===== src/design/psrf_pkg.sv =====
// Shared types, constants and the text-byte classifier for the string run finder.
`timescale 1ns / 1ps
`default_nettype none

package psrf_pkg;

	localparam int ADDR_W      = 64;
	localparam int ALEN_W      = 17;
	localparam int WLEN_W      = 16;
	localparam int CAP_W       = 17;
	localparam int MINLEN_W    = 8;
	localparam int CFG_IDX_W   = 2;
	localparam int Q_DEPTH     = 4;
	localparam int Q_PTR_W     = $clog2(Q_DEPTH);
	localparam int Q_CNT_W     = $clog2(Q_DEPTH + 1);

	localparam logic [MINLEN_W-1:0] MIN_LEN_RESET    = 8'd4;
	localparam logic [CAP_W-1:0]    RESULT_CAP_RESET = 17'd100000;

	localparam logic [7:0] CHR_SPACE = 8'h20;
	localparam logic [7:0] CHR_DEL   = 8'h7F;
	localparam logic [7:0] CHR_TAB   = 8'h09;
	localparam logic [7:0] CHR_LF    = 8'h0A;
	localparam logic [7:0] CHR_CR    = 8'h0D;

	typedef enum logic [CFG_IDX_W-1:0] {
		REG_MIN_LEN    = 2'd0,
		REG_RESULT_CAP = 2'd1
	} cfg_reg_t;

	// one queue slot: the ASCII and the wide result caused by one byte
	typedef struct packed {
		logic              a_vld;
		logic [ADDR_W-1:0] a_start;
		logic [ALEN_W-1:0] a_len;
		logic              w_vld;
		logic [ADDR_W-1:0] w_start;
		logic [WLEN_W-1:0] w_len;
	} entry_t;

	function automatic logic is_text(input logic [7:0] b);
		return (b >= CHR_SPACE && b < CHR_DEL) || b == CHR_TAB || b == CHR_LF || b == CHR_CR;
	endfunction

endpackage

`default_nettype wire


===== src/design/psrf_front.sv =====
// Front part: config registers, ASCII and wide run tracking, cap check per byte.
`timescale 1ns / 1ps
`default_nettype none

module psrf_front #(
	parameter int BUFFER_BYTES = 65536
) (
	input  wire logic                              clk,
	input  wire logic                              arst_n,
	input  wire logic                              cfg_we,
	input  wire logic [psrf_pkg::CFG_IDX_W-1:0]    cfg_index,
	input  wire logic [psrf_pkg::CAP_W-1:0]        cfg_data,
	input  wire logic                              accept,
	input  wire logic [7:0]                        data_byte,
	input  wire logic [psrf_pkg::ADDR_W-1:0]       byte_address,
	input  wire logic                              last_in_buffer,
	input  wire logic                              scan_start,
	output logic                                   push,
	output psrf_pkg::entry_t                       entry
);
	import psrf_pkg::*;

	localparam int ASCII_MAX = (BUFFER_BYTES < 131071) ? BUFFER_BYTES : 131071;
	localparam int WIDE_MAX  = ((BUFFER_BYTES / 2) < 65535) ? (BUFFER_BYTES / 2) : 65535;
	localparam logic [ALEN_W-1:0] ALEN_MAX = ALEN_W'(ASCII_MAX);
	localparam logic [WLEN_W-1:0] WLEN_MAX = WLEN_W'(WIDE_MAX);

	logic [MINLEN_W-1:0] min_len_q;
	logic [CAP_W-1:0]    cap_q;
	logic [ALEN_W-1:0]   a_len_q;
	logic [ADDR_W-1:0]   a_start_q;
	logic [WLEN_W-1:0]   w_len_q;
	logic [ADDR_W-1:0]   w_start_q;
	logic [7:0]          held_q;
	logic                odd_q;
	logic [CAP_W-1:0]    cnt_q;

	logic [MINLEN_W-1:0] need;
	logic                text, even, pair_ok;
	logic [ALEN_W-1:0]   a_len_inc, a_len_nx, a_emit_len;
	logic [ADDR_W-1:0]   a_start_nx, w_start_nx;
	logic [WLEN_W-1:0]   w_len_inc, w_len_nx, w_emit_len;
	logic                a_cand, w_cand, a_ok, w_ok;
	logic [CAP_W-1:0]    cnt0, cnt1, cnt2;

	always_comb begin
		need       = (min_len_q == '0) ? MINLEN_W'(1) : min_len_q;
		text       = is_text(data_byte);
		even       = !odd_q;
		a_len_inc  = (a_len_q < ALEN_MAX) ? a_len_q + ALEN_W'(1) : a_len_q;
		a_len_nx   = text ? a_len_inc : '0;
		a_start_nx = (text && a_len_q == '0) ? byte_address : a_start_q;
		a_emit_len = text ? a_len_inc : a_len_q;
		a_cand     = (!text || last_in_buffer) && a_emit_len != '0
		             && a_emit_len >= ALEN_W'(need);

		pair_ok    = data_byte == 8'h00 && is_text(held_q);
		w_len_inc  = (w_len_q < WLEN_MAX) ? w_len_q + WLEN_W'(1) : w_len_q;
		w_start_nx = (even && w_len_q == '0) ? byte_address : w_start_q;
		w_emit_len = (!even && pair_ok) ? w_len_inc : w_len_q;
		w_len_nx   = even ? w_len_q : (pair_ok ? w_len_inc : '0);
		w_cand     = (even ? last_in_buffer : (!pair_ok || last_in_buffer))
		             && w_emit_len != '0 && w_emit_len >= WLEN_W'(need);

		// ASCII result goes first and counts toward the cap for the wide one
		cnt0 = scan_start ? '0 : cnt_q;
		a_ok = a_cand && cnt0 < cap_q;
		cnt1 = cnt0 + CAP_W'(a_ok);
		w_ok = w_cand && cnt1 < cap_q;
		cnt2 = cnt1 + CAP_W'(w_ok);

		push          = accept && (a_ok || w_ok);
		entry.a_vld   = a_ok;
		entry.a_start = a_start_nx;
		entry.a_len   = a_emit_len;
		entry.w_vld   = w_ok;
		entry.w_start = w_start_nx;
		entry.w_len   = w_emit_len;
	end

	always_ff @(posedge clk or negedge arst_n) begin
		if (!arst_n) begin
			min_len_q <= MIN_LEN_RESET;
			cap_q     <= RESULT_CAP_RESET;
			a_len_q   <= '0;
			a_start_q <= '0;
			w_len_q   <= '0;
			w_start_q <= '0;
			held_q    <= '0;
			odd_q     <= 1'b0;
			cnt_q     <= '0;
		end else begin
			if (cfg_we) begin
				case (cfg_index)
					REG_MIN_LEN:    min_len_q <= cfg_data[MINLEN_W-1:0];
					REG_RESULT_CAP: cap_q     <= cfg_data;
					default: ;
				endcase
			end
			if (accept) begin
				a_start_q <= a_start_nx;
				w_start_q <= w_start_nx;
				cnt_q     <= cnt2;
				if (even)
					held_q <= data_byte;
				// buffer end drops both runs and realigns pairs
				a_len_q <= last_in_buffer ? '0 : a_len_nx;
				w_len_q <= last_in_buffer ? '0 : w_len_nx;
				odd_q   <= last_in_buffer ? 1'b0 : even;
			end
		end
	end

endmodule

`default_nettype wire


===== src/design/psrf_queue.sv =====
// Short FIFO of per-byte result pairs between the front and back parts.
`timescale 1ns / 1ps
`default_nettype none

module psrf_queue (
	input  wire logic             clk,
	input  wire logic             arst_n,
	input  wire logic             push,
	input  wire psrf_pkg::entry_t wr_entry,
	input  wire logic             pop,
	output psrf_pkg::entry_t      head,
	output logic                  empty,
	output logic                  full
);
	import psrf_pkg::*;

	entry_t               mem_q [Q_DEPTH];
	logic [Q_PTR_W-1:0]   wr_ptr_q, rd_ptr_q;
	logic [Q_CNT_W-1:0]   count_q;

	assign head  = mem_q[rd_ptr_q];
	assign empty = count_q == '0;
	assign full  = count_q == Q_CNT_W'(Q_DEPTH);

	always_ff @(posedge clk) begin
		if (push)
			mem_q[wr_ptr_q] <= wr_entry;
	end

	always_ff @(posedge clk or negedge arst_n) begin
		if (!arst_n) begin
			wr_ptr_q <= '0;
			rd_ptr_q <= '0;
			count_q  <= '0;
		end else begin
			if (push)
				wr_ptr_q <= wr_ptr_q + Q_PTR_W'(1);
			if (pop)
				rd_ptr_q <= rd_ptr_q + Q_PTR_W'(1);
			if (push && !pop)
				count_q <= count_q + Q_CNT_W'(1);
			else if (pop && !push)
				count_q <= count_q - Q_CNT_W'(1);
		end
	end

endmodule

`default_nettype wire


===== src/design/psrf_back.sv =====
// Back part: splits each queue slot into result beats behind an output register.
`timescale 1ns / 1ps
`default_nettype none

module psrf_back (
	input  wire logic                        clk,
	input  wire logic                        arst_n,
	input  wire psrf_pkg::entry_t            head,
	input  wire logic                        head_valid,
	output logic                             pop,
	input  wire logic                        out_ready,
	output logic                             out_valid,
	output logic [psrf_pkg::ADDR_W-1:0]      out_addr,
	output logic [psrf_pkg::ALEN_W-1:0]      out_len,
	output logic                             out_wide,
	output logic                             out_final
);
	import psrf_pkg::*;

	logic              valid_q, phase_q;
	logic [ADDR_W-1:0] addr_q;
	logic [ALEN_W-1:0] len_q;
	logic              wide_q, final_q;
	logic              load, take, sel_wide, beat_final;

	always_comb begin
		load       = !valid_q || out_ready;
		take       = load && head_valid;
		// phase set: the ASCII half of this slot is already out
		sel_wide   = phase_q || !head.a_vld;
		beat_final = sel_wide || !head.w_vld;
		pop        = take && beat_final;
	end

	always_ff @(posedge clk or negedge arst_n) begin
		if (!arst_n) begin
			valid_q <= 1'b0;
			phase_q <= 1'b0;
		end else begin
			if (load)
				valid_q <= head_valid;
			if (take)
				phase_q <= !beat_final;
		end
	end

	always_ff @(posedge clk) begin
		if (take) begin
			addr_q  <= sel_wide ? head.w_start : head.a_start;
			len_q   <= sel_wide ? {1'b0, head.w_len} : head.a_len;
			wide_q  <= sel_wide;
			final_q <= beat_final;
		end
	end

	assign out_valid = valid_q;
	assign out_addr  = addr_q;
	assign out_len   = len_q;
	assign out_wide  = wide_q;
	assign out_final = final_q;

endmodule

`default_nettype wire


===== src/design/printable_string_run_finder.sv =====
// Top level: ASCII / UTF-16LE printable string run finder, stream in and out.
// Takes one byte per cycle; s_tready drops only while the 4-slot result queue is full.
// Path: a result is written into the result queue, then into the back part's output register, which drives m_tvalid.
// Output: one beat per cycle while m_tready is high and results are queued; a byte ending both runs takes two beats.
// Reset (arst_n low, async): runs, pair position, result count and queue cleared;
// min_len returns to 4 and result_cap to 100000.
`timescale 1ns / 1ps
`default_nettype none

module printable_string_run_finder #(
	parameter int BUFFER_BYTES = 65536
) (
	input  wire logic        clk,
	input  wire logic        arst_n,
	input  wire logic        cfg_valid,
	output logic             cfg_ready,
	input  wire logic [1:0]  cfg_index,
	input  wire logic [16:0] cfg_data,
	input  wire logic        s_tvalid,
	output logic             s_tready,
	input  wire logic [71:0] s_tdata,   // data_byte[7:0], byte_address[71:8]
	input  wire logic        s_tlast,   // last_in_buffer
	input  wire logic        s_tuser,   // scan_start
	output logic             m_tvalid,
	input  wire logic        m_tready,
	output logic [87:0]      m_tdata,   // string_address[63:0], string_length[80:64], zero pad
	output logic             m_tlast,   // final_for_item
	output logic             m_tuser    // is_wide
);
	import psrf_pkg::*;

	logic              accept, push, pop, q_empty, q_full;
	entry_t            wr_entry, head;
	logic [ADDR_W-1:0] out_addr;
	logic [ALEN_W-1:0] out_len;

	assign cfg_ready = 1'b1;
	assign s_tready  = !q_full;
	assign accept    = s_tvalid && s_tready;

	psrf_front #(
		.BUFFER_BYTES(BUFFER_BYTES)
	) u_front (
		.clk           (clk),
		.arst_n        (arst_n),
		.cfg_we        (cfg_valid),
		.cfg_index     (cfg_index),
		.cfg_data      (cfg_data),
		.accept        (accept),
		.data_byte     (s_tdata[7:0]),
		.byte_address  (s_tdata[71:8]),
		.last_in_buffer(s_tlast),
		.scan_start    (s_tuser),
		.push          (push),
		.entry         (wr_entry)
	);

	psrf_queue u_queue (
		.clk     (clk),
		.arst_n  (arst_n),
		.push    (push),
		.wr_entry(wr_entry),
		.pop     (pop),
		.head    (head),
		.empty   (q_empty),
		.full    (q_full)
	);

	psrf_back u_back (
		.clk       (clk),
		.arst_n    (arst_n),
		.head      (head),
		.head_valid(!q_empty),
		.pop       (pop),
		.out_ready (m_tready),
		.out_valid (m_tvalid),
		.out_addr  (out_addr),
		.out_len   (out_len),
		.out_wide  (m_tuser),
		.out_final (m_tlast)
	);

	assign m_tdata = {7'b0, out_len, out_addr};

	// queue never written while full
	a_no_overflow: assert property (@(posedge clk) disable iff (!arst_n)
		push |-> !q_full) else $error("result queue overflow");

	// only the ASCII half of a pair can be non-final
	a_nonfinal_ascii: assert property (@(posedge clk) disable iff (!arst_n)
		(m_tvalid && !m_tlast) |-> !m_tuser) else $error("non-final wide beat");

	// the wide half follows its ASCII half with no gap
	a_pair_follows: assert property (@(posedge clk) disable iff (!arst_n)
		(m_tvalid && m_tready && !m_tlast) |=> (m_tvalid && m_tuser && m_tlast))
		else $error("wide beat missing after ASCII beat");

endmodule

`default_nettype wire

===== config.mk =====
export PLATFORM = sky130hd
export DESIGN_NAME = printable_string_run_finder
export DESIGN_NICKNAME = d
export VERILOG_FILES = /design/src/design/psrf_pkg.sv /design/src/design/psrf_front.sv /design/src/design/psrf_queue.sv /design/src/design/psrf_back.sv /design/src/design/printable_string_run_finder.sv
export SDC_FILE = /design/constraint.sdc
export NUM_CORES = 1
export LEC_CHECK = 0
export BUFFER_PORTS_ARGS = -buffer_cell sky130_fd_sc_hd__buf_2
export CORE_UTILIZATION = 58
export CTS_BUF_LIST = sky130_fd_sc_hd__clkbuf_8
export CTS_CLUSTER_DIAMETER = 120
export DETAILED_ROUTE_END_ITERATION = 7
export HOLD_SLACK_MARGIN = 0.15
export PLACE_DENSITY = 0.76
export SLEW_MARGIN = 10
export SYNTH_ARGS = -nofsm -noshare
export SYNTH_HDL_FRONTEND = slang
export SYNTH_SLANG_ARGS = --single-unit

===== constraint.sdc =====
create_clock -name clk -period 9.9 [get_ports clk]
set_input_delay 1.98 -clock clk [delete_from_list [all_inputs] [get_ports clk]]
set_output_delay 1.98 -clock clk [all_outputs]
set_load 0.05 [all_outputs]

==> flow_results.org <==
** Global route
- For this run, the total global-route usage over all layers was measured as 25.3%.
- Initial antenna violation count :: 6
- Global-route wire length before repair :: 135,000 µm
- Number of global-route vias before repair :: 23,600
- For this run the aggregate overflow at the end of global routing stands at 0.
- Largest net degree at the start of global routing :: 128

** CTS
- Hold_buf cts :: 0
- Clock transition at path regs :: 0.06 ns
- Count of clock tree sinks :: 956
- Clock Tree Root :: sky130_fd_sc_hd__clkbuf_8
- After clock tree synthesis, the setup repair step added 0 buffers.
- In this run, CTS created clock tree buffers numbering 152.
- TritonCTS built the clock tree.
- The clock passes through at most 3 buffers.
- Post-CTS repair changed the size of 0 cells.
- In this run the number of H-tree levels came out at 4.
- The later pin in the worst-skew pair is clocked with a latency of 0.80 ns.

** STA
- Worst slew margin relative to its limit :: 18.0%
- Setup violations remaining at the end of the flow were counted as 0.
- Clock skew :: 0.0364 ns
- For the pin with the worst max-slew slack, the measured transition is 1.23 ns.
- RSZ-0062 raised after global routing :: no
- Number of pins exceeding their max-slew limit in the final report :: 0
- Hold violation count in the final report :: 0
- Derived from the worst setup path, the maximum achievable clock frequency is 0.116 GHz.
- Of the available clock period, the critical path in the final layout requires 87.3%.
- Minimum clock period :: 8.64 ns
- Total Neg Setup Slack :: 0 ns

** Synthesis
- Top post-synthesis cells by area :: sky130_fd_sc_hd__edfxtp_1, sky130_fd_sc_hd__dfrtp_1, sky130_fd_sc_hd__mux4_2
- Summed over all instances, the cell type with the most area after synthesis is sky130_fd_sc_hd__edfxtp_1.
- Number of synthesis warnings :: 0
- The share of synthesized area in the top cell type comes to 54.5%.
- Main synth FF type :: sky130_fd_sc_hd__edfxtp_1
- Sequential cells were found to cover 68.2% of the synthesized design area.
- The number of different library cells used by synthesis comes to 67.
- Synth Cell Area :: 40,500 µm²
- Counting flops with a built-in enable in the synthesized netlist gives 735.
- Number of flip-flops and latches in the synthesized netlist :: 956
- Each instance of the synthesized netlist takes up on average 15.7 µm².
- Cell count after synthesis :: 2,581
- Counting flops with an async set or reset pin after synthesis yields a share of 23.1%.

** Critical path
- Family of cells with the greatest summed delay on the critical path :: simple AND/OR/NAND/NOR gates
- Type of element launching the critical path :: input port
- Counting both buffers and inverters, the worst setup path holds a total of 2.
- STA classifies the critical path endpoint as a register.
- Data required time of the worst path :: 10.35 ns
- Crit-path slowest cell :: sky130_fd_sc_hd__and2_4
- In this design, the stage delay of the slowest critical-path cell is 0.53 ns.
- Arrival time of the worst setup path :: 9.09 ns
- The most numerous cell type found on the critical path is sky130_fd_sc_hd__and3_1.
- The critical path is of the in2reg type.
- Along the worst path, the maximum fanout reaches 26.

** Routing
- Detailed routing inserted a total of 22,800 vias.
- The count of nets left with antenna violations once routing finished came out at 0.
- After detailed routing, the number of remaining DRC violations is 0.
- Final routed wirelength across all metal layers :: 86,900 µm
- First DRT Iteration DRCs :: 1,861
- Using the TritonRoute via totals, the vias-per-cell ratio works out to 5.88.
- Drt first pass iters :: 5
- DR WL/cell :: 22.3 µm

** Final layout
- Area taken by flip-flops and latches :: 27,600 µm²
- Cells with a size suffix above 1 make up 29.3% of the layout.
- Area grow syn2layout :: 12.5%
- At the end of the flow the core is filled with cells to 66.2%.
- The final layout contains 2,981 nets.
- Filler cells :: 4,649
- Multi-input gate area :: 12,200 µm²

** Die
- The region available for standard cell placement spans 68,800 µm².
- The floorplan has 96 rows.
- Die Footprint :: 70,900 µm²
- Once the floorplan was initialized, standard cells occupied 58.8% of the core.
- During I/O placement, the number of pins put on the boundary was 191.
- Die Y-Extent :: 266 µm
- Measured along the x axis, the die boundary spans 266 µm.

** Pwr
- LEAKAGE :: 0.0174 µW
- Across the VDD grid, the largest voltage drop is 218 µV.
- PwrDens :: 274 nW/µm²

** Status
- Result of the run :: finished clean

** Worst hold path
- Type of the worst min-delay path :: reg2reg

** Placed design
- Detailed placement finished with a half-perimeter wire length of 53,400 µm.
- Port-buffer cells :: 182
- Routability-driven placement finished with a final weighted congestion of 0.904.

** Run
- Max-Cap Viols :: 0
power by group:
group / total, µW / switching [µW] / internal, µW
logic: 3740 / 2300 / 1440
registers: 5530 / 303 / 5220
clock network: 3230 / 1540 / 1680
total: 12500 / 4150 / 8350
logic make-up after synthesis:
kind of cell	Yosys count	synth area share [%]
AOI/OAI and AO/OA	171	2.70
xor gates and xnor gates	74	1.60
adders and majority gates	62	1.93
buffers and inverters	184	1.80
DFF	956	68.2
muxes	406	15.8
other	2	0.0185
and+or+nand+nor	726	7.95
layer usage:
layer	track usage [%]	wire length, µm	vias up
met5	0	48	-
met4	8.17	1850	8
met3	5.11	5370	147
met2	41.5	43400	755
met1	34.3	36100	11700
li1	-	-	10200
worst reg2reg max path: stages, from the launching register on:
cell and delay, ns:
sky130_fd_sc_hd__dfrtp_1 0.48, sky130_fd_sc_hd__ha_1 0.34, sky130_fd_sc_hd__and4b_1 0.33, sky130_fd_sc_hd__nand3_1 0.24
sky130_fd_sc_hd__a21o_1 0.25, sky130_fd_sc_hd__xnor2_1 0.42, sky130_fd_sc_hd__ha_1 0.35, sky130_fd_sc_hd__o21a_1 0.10
sky130_fd_sc_hd__o21ai_0 0.15, sky130_fd_sc_hd__a21oi_1 0.06, sky130_fd_sc_hd__or3_1 0.37, sky130_fd_sc_hd__o31ai_1 0.08
sky130_fd_sc_hd__a21oi_1 0.25, sky130_fd_sc_hd__ha_1 0.32, sky130_fd_sc_hd__ha_1 0.21, sky130_fd_sc_hd__and3_1 0.25
sky130_fd_sc_hd__and3_1 0.21, sky130_fd_sc_hd__and3_1 0.20, sky130_fd_sc_hd__and3_1 0.22, sky130_fd_sc_hd__xor2_1 0.31
sky130_fd_sc_hd__ha_1 0.32, sky130_fd_sc_hd__a21o_1 0.16, sky130_fd_sc_hd__a21o_1 0.17, sky130_fd_sc_hd__a211oi_1 0.26
sky130_fd_sc_hd__and3_1 0.20, sky130_fd_sc_hd__a22o_2 0.24, sky130_fd_sc_hd__and2_4 0.53, sky130_fd_sc_hd__buf_4 0.41
sequential cells by signal, indices dropped and copies added (netlist names), 17 cells and up:
name / cells
u_queue.mem_q: 652
u_back.out_addr: 64
u_front.a_start_q: 64
u_front.w_start_q: 64
u_back.out_len: 17
u_front.a_len_q: 17
u_front.cap_q: 17
u_front.cnt_q: 17
cell type report:
type	instances	share of cell area (%)
Sequential cell	956	60.6
Multi-Input combinational cell	1447	26.9
Clock buffer	171	5.16
Timing Repair Buffer	219	3.07
Tap cell	931	2.56
Clock inverter	114	1.38
Inverter	45	0.371
Antenna cell	4	0.0220
placed cells by master (no fill, tap or decap), drive strengths merged, types with 4 or more instances in the layout:
master	n
xnor2	41
a22o	4
inv	107
mux2	240
nand2b	7
xor2	33
a21o	13
o21ai	67
o21a	7
nand2	482
nor2	62
ha	61
o41ai	4
nor4	13
clkinvlp	7
o31ai	18
a31oi	4
and2	10
and4	5
nor2b	22
buf	219
conb	8
nand3	32
nor3b	6
mux4	163
a21oi	26
a211oi	6
clkinv	42
nor3	16
and3	18
diode	4
nand4	27
edfxtp	735
dfstp	7
a211o	4
or3	8
dfrtp	214
clkbuf	171
per-stage QoR:
stage	setup WS, ns	instances	cell area (µm²)	power (µW)	hold WS [ns]
3_5_place_dp	0.583	3598	42600	9380	0.458
5_1_grt	0.904	3885	45600	13100	0.488
3_3_place_gp	0.733	3598	42600	9240	0.453
4_1_cts	1.40	3883	45600	12600	0.473
2_1_floorplan	0.230	2587	40500	8340	0.438
6_report	1.26	3887	45600	12500	0.469
synth_stat cells (all sizes together) (4+ instances only):
cell	count
edfxtp	735
nand2	482
mux2	240
dfrtp	214
mux4	163
clkbuf	106
o21ai	67
nor2	62
ha	61
inv	45
xnor2	41
buf	33
xor2	33
nand3	32
nand4	27
a21oi	26
nor2b	22
and3	18
o31ai	18
nor3	16
a21o	13
nor4	13
and2	10
or3	8
dfstp	7
nand2b	7
o21a	7
a211oi	6
nor3b	6
and4	5
a211o	4
a22o	4
a31oi	4
o41ai	4
final timing paths:
path / start / end / slack, ns / depth (start not counted)
worst max-delay path: s_tdata[4] / u_queue.mem_q[3][152] / 1.26 / 29
worst min-delay path: u_front.a_start_q[25] / u_front.a_start_q[25] / 0.47 / 2
worst max register to register: u_front.a_len_q[0] / u_queue.mem_q[3][152] / 2.12 / 27
worst min register to register: u_front.a_start_q[25] / u_front.a_start_q[25] / 0.47 / 2
max in group asynchronous: arst_n / u_front.w_start_q[12] / 7.45 / 2
min in group asynchronous: arst_n / u_front.a_start_q[51] / 1.20 / 1
No activity file was read; power rests on OpenSTA's default activity.
